### src/sv/lzwe_ram.sv
`timescale 1ns / 1ps
// ----------------------------------------------------------------------------
// Generic RAM
// One write port and one read port, read data registered.
// ----------------------------------------------------------------------------
module lzwe_ram #(
	parameter int WIDTH = 8,
	parameter int DEPTH = 256
) (
	input  logic                     clk,
	input  logic                     wr_en,
	input  logic [$clog2(DEPTH)-1:0] wr_addr,
	input  logic [WIDTH-1:0]         wr_data,
	input  logic                     rd_en,
	input  logic [$clog2(DEPTH)-1:0] rd_addr,
	output logic [WIDTH-1:0]         rd_data
);

	logic [WIDTH-1:0] mem_q [DEPTH];

	always_ff @(posedge clk) begin
		if (wr_en) begin
			mem_q[wr_addr] <= wr_data;
		end
		if (rd_en) begin
			rd_data <= mem_q[rd_addr];
		end
	end

endmodule

### config.mk
export PLATFORM = sky130hd
export DESIGN_NAME = lzwe_ram
export DESIGN_NICKNAME = d
export VERILOG_FILES = /design/src/sv/lzwe_ram.sv
export SDC_FILE = /design/constraint.sdc
export NUM_CORES = 2
export LEC_CHECK = 0
export BUFFER_PORTS_ARGS = -buffer_cell sky130_fd_sc_hd__clkbuf_2
export CAP_MARGIN = 40
export CORE_UTILIZATION = 35
export DETAILED_ROUTE_END_ITERATION = 12
export SYNTH_ARGS = -nofsm -noshare
export SYNTH_HDL_FRONTEND = slang
export SYNTH_SLANG_ARGS = --single-unit
### constraint.sdc
create_clock -name clk -period 2.6 [get_ports clk]
set_input_delay 0.13 -clock clk [delete_from_list [all_inputs] [get_ports clk]]
set_output_delay 0.13 -clock clk [all_outputs]
set_load 0.05 [all_outputs]
==> metrics.md <==
| Metric | Value |
|---|---|
| Status | finished clean |
| Port bufs | 34 |
| CTS Sinks | 2056 |
| Crit path DAT | 3.15 ns |
| R2R Setup Slk | 0.03 ns |
| P&R area growth vs syn | 19.56% |
| FFs w/ async S/R, synth | 0 |
| CTS tree | done |
| Top layer in use | met5 |
| Max Slew Vio Count | 0 |
| Worst skew pair latency | 0.85 ns |
| Cell Pwr Density | 733.6 nW/um2 |
| Fin crit period | 2.568 ns |
| Initial antenna violation count | 16 |
| Hold Path Stages | 4 |
| Inserted Clock Buffers | 203 |
| Crit. End Element | register |
| Peak VDD IR | 0.5813 mV |
| GRT Residual Overflow | 0 |
| CTS H-tree lvls | 4 |
| Setup crit start kind | register |
| GRT Util Overall | 0.1781 |
| Vias per cell | 5.321 |
| Core ar. | 225500 um2 |
| Die width | 479.0 um |
| Met3 Wirelength | 14.47 mm |
| Worst-Margin Slew | 0.8136 ns |
| Post-DP HPWL | 132.8 mm |
| Chip height | 479.0 um |
| Die ar. | 229400 um2 |
| Synth Flop Type | edfxtp_1 |
| Period utilisation layout | 0.9876 |
| Flops & latches, synth | 2056 |
| Seq/Total Area, Yosys | 0.7753 |
| Synthesized cell area | 79640 um2 |
| Crit-path most repeated cell | mux4_2 |
| Worst hold path type | in2reg |
| Row cnt | 174 |
| Slowest-stage cell, CP | mux4_2 |
| CP max FO | 1 |
| Fmax | 389.5 MHz |
| Final Hold Viols | 0 |
| Tot Pwr | 0.06985 W |
| Layout cells sized above 1 | 0.3192 |
| Yosys warnings | 0 |
| Post-Syn Area per Cell | 21.33 um2 |
| Final WL | 205.0 mm |
| Post-route ant nets | 0 |
| Slew HR | 0.4556 |
| Total setup buffers inserted after CTS | 0 |
| Max Root-Sink Buffers | 3 |
| CP Depth | 6 |
| End of the critical path | rd_data[0] |
| # DRC | 0 |
| Final nets | 4463 |
| Number of global-route vias before repair | 40660 |
| FF-to-FF path depth | 6 |
| Largest net degree at the start of global routing | 101 |
| Setup Skew | 0.03394 ns |
| Routed length on met1 | 85.99 mm |
| CP cell instances | mux4_2 > mux4_2 > nor2b_1 > nor4_4 > buf_4 > nor4_2 |
| First-pass GRT wire length | 296.4 mm |
| WL per Instance | 26.96 um |
| Starting Density | 0.3531 |
| Leak Pwr | 30.55 nW |
| Via count | 40450 |
| Critical Path Start | mem_q[83][0] |
| DR iter-0 viols | 4583 |
| Synthesized net count | 3760 |
| Filler cells | 19520 |
| Worst EP required | 3.18 ns |
| CP bufs+invs | 1 |
| Post-synth EDFFs | 2056 |
| # IOs | 35 |
| Max_cap viols | 0 |
| Root buf cell | clkbuf_16 |
| Worst R2R Start | mem_q[83][0] |
| Metal2 WL | 98.81 mm |
| Final core occ | 0.4221 |
| Count of different cell masters after synthesis | 54 |
| Initial DRT Pass Iterations | 5 |
| CP top delay family | multiplexers |
| Syn Inst Count | 3733 |
| Placer Congestion | 0.8422 |
| RSZ-0062 raised after global routing | false |
| Max stage delay on crit path | 0.57 ns |
| Reg clk slew, reported paths | 0.06 ns |
| # setup viols final | 0 |
| Reg-to-reg endpoint | rd_data[0] |
| CP Class | reg2reg |
==> worst min path at each step <==
| stage | start | to | slack [ns] |
|---|---|---|---|
| 6_report | wr_addr[7] | mem_q[236][7] | 0.06 |
| 3_3_place_gp | wr_data[0] | mem_q[218][0] | 0.58 |
| 2_1_floorplan | wr_data[0] | mem_q[0][0] | 0.23 |
| 3_5_place_dp | wr_data[0] | mem_q[217][0] | 0.58 |
| 4_1_cts | wr_addr[7] | mem_q[237][7] | 0.006 |
| 5_1_grt | wr_addr[7] | mem_q[237][7] | 0.08 |
==> metrics by stage <==
| stage | hold WS [ns] | setup WS, ns | TNS [ns] | cell area (um2) | cells |
|---|---|---|---|---|---|
| 2_1_floorplan | 0.2289 | 0.3939 | 0 | 79640 | 3733 |
| 3_3_place_gp | 0.5756 | -0.9131 | -4.739 | 88310 | 7204 |
| 3_5_place_dp | 0.5826 | -0.9740 | -4.698 | 88330 | 7206 |
| 4_1_cts | 0.005682 | 0.01961 | 0 | 95190 | 7596 |
| 5_1_grt | 0.08019 | 0.02599 | 0 | 95210 | 7599 |
| 6_report | 0.05740 | 0.03230 | 0 | 95210 | 7602 |
==> power by group <==
part	switching (W)	total, W	leakage (nW)	internal [W]
clock	0.0125	0.0294	3.23	0.0169
combinational	0.00232	0.00387	8.83	0.00155
sequential	0.0000457	0.0366	18.5	0.0366
==> cells in the mapped netlist, types with 13 or more instances <==
library cell | instances | area [um2]
buf_8 | 13 | 195.2
nor4_1 | 24 | 150.1
a221oi_1 | 13 | 113.9
edfxtp_1 | 2056 | 61740
buf_4 | 27 | 202.7
o221ai_1 | 46 | 402.9
nand2_1 | 33 | 123.9
nand3_1 | 34 | 170.2
nor3_1 | 22 | 110.1
buf_1 | 22 | 82.58
a211oi_1 | 16 | 120.1
nor2b_1 | 31 | 193.9
mux2i_1 | 134 | 1341
a22oi_1 | 133 | 998.5
nor2_1 | 282 | 1059
clkbuf_1 | 111 | 416.7
buf_6 | 21 | 236.5
o22ai_1 | 28 | 175.2
a21oi_1 | 96 | 480.5
mux4_2 | 454 | 10220
buf_2 | 31 | 155.2
==> sequential cells by signal, summed over array words and instances, names as in the netlist <==
| signal | count |
|---|---|
| mem_q | 2048 |
| rd_data | 8 |
==> logic make-up (layout without fill, tap and decap cells) <==
logic type             after synthesis  after routing  share of synthesized area
other                                0              5                          0
and+or+nand+nor                    466            466                    0.02625
buffers and inverters              235           1107                    0.01829
muxes                              591            591                     0.1460
DFF                               2056           2056                     0.7753
AOI/OAI and AO/OA                  385            385                    0.03416
==> worst reg2reg max path, stage by stage, from the launching register on <==
cell,delay [ns]
edfxtp_1,0.35
mux4_2,0.51
mux4_2,0.58
nor2b_1,0.20
nor4_4,0.41
buf_4,0.21
nor4_2,0.05
==> per-layer routing <==
layer | vias to the layer above | global-route usage
li1 | 17120 | -
met3 | 302 | 0.02810
met5 | - | 0
met2 | 1533 | 0.2861
met1 | 21490 | 0.2495
met4 | 2 | 0.05389
==> layout by cell type (no fill, tap or decap), drive strengths merged, types with 6 or more instances in the layout <==
| cell type | count |
|---|---|
| o211ai | 10 |
| o221ai | 47 |
| nand3 | 34 |
| mux2i | 134 |
| o21ai | 12 |
| and2 | 6 |
| buf | 693 |
| mux4 | 456 |
| nand2 | 33 |
| bufinv | 24 |
| clkinv | 88 |
| nor3 | 22 |
| a22o | 8 |
| clkbuf | 275 |
| a21oi | 96 |
| dlygate4sd3 | 16 |
| nor4 | 27 |
| nor2b | 31 |
| nor2 | 282 |
| nand4 | 10 |
| a211oi | 16 |
| a22oi | 133 |
| edfxtp | 2056 |
| nand2b | 8 |
| a221oi | 14 |
| inv | 8 |
| o22ai | 28 |
==> area by class of cell <==
| cell class | instances | area (um2) | share of cell area |
|---|---|---|---|
| clock inverters | 121 | 1381 | 0.01451 |
| repair buffers | 731 | 6511 | 0.06839 |
| inverters | 2 | 7.507 | 0.00007885 |
| flip-flops and latches | 2056 | 61740 | 0.6484 |
| well taps | 2992 | 3744 | 0.03932 |
| clock buffers | 253 | 5289 | 0.05555 |
| diodes | 5 | 12.51 | 0.0001314 |
| multi-input cells | 1442 | 16530 | 0.1736 |
==> repair_timing <==
action,in CTS,in global routing
hold buffers,16,0
gates cloned,0,0
endpoints found under the setup margin,3,1
resized for setup,4,1
endpoints found under the hold margin,780,0
No activity file was read; power rests on OpenSTA's default activity.
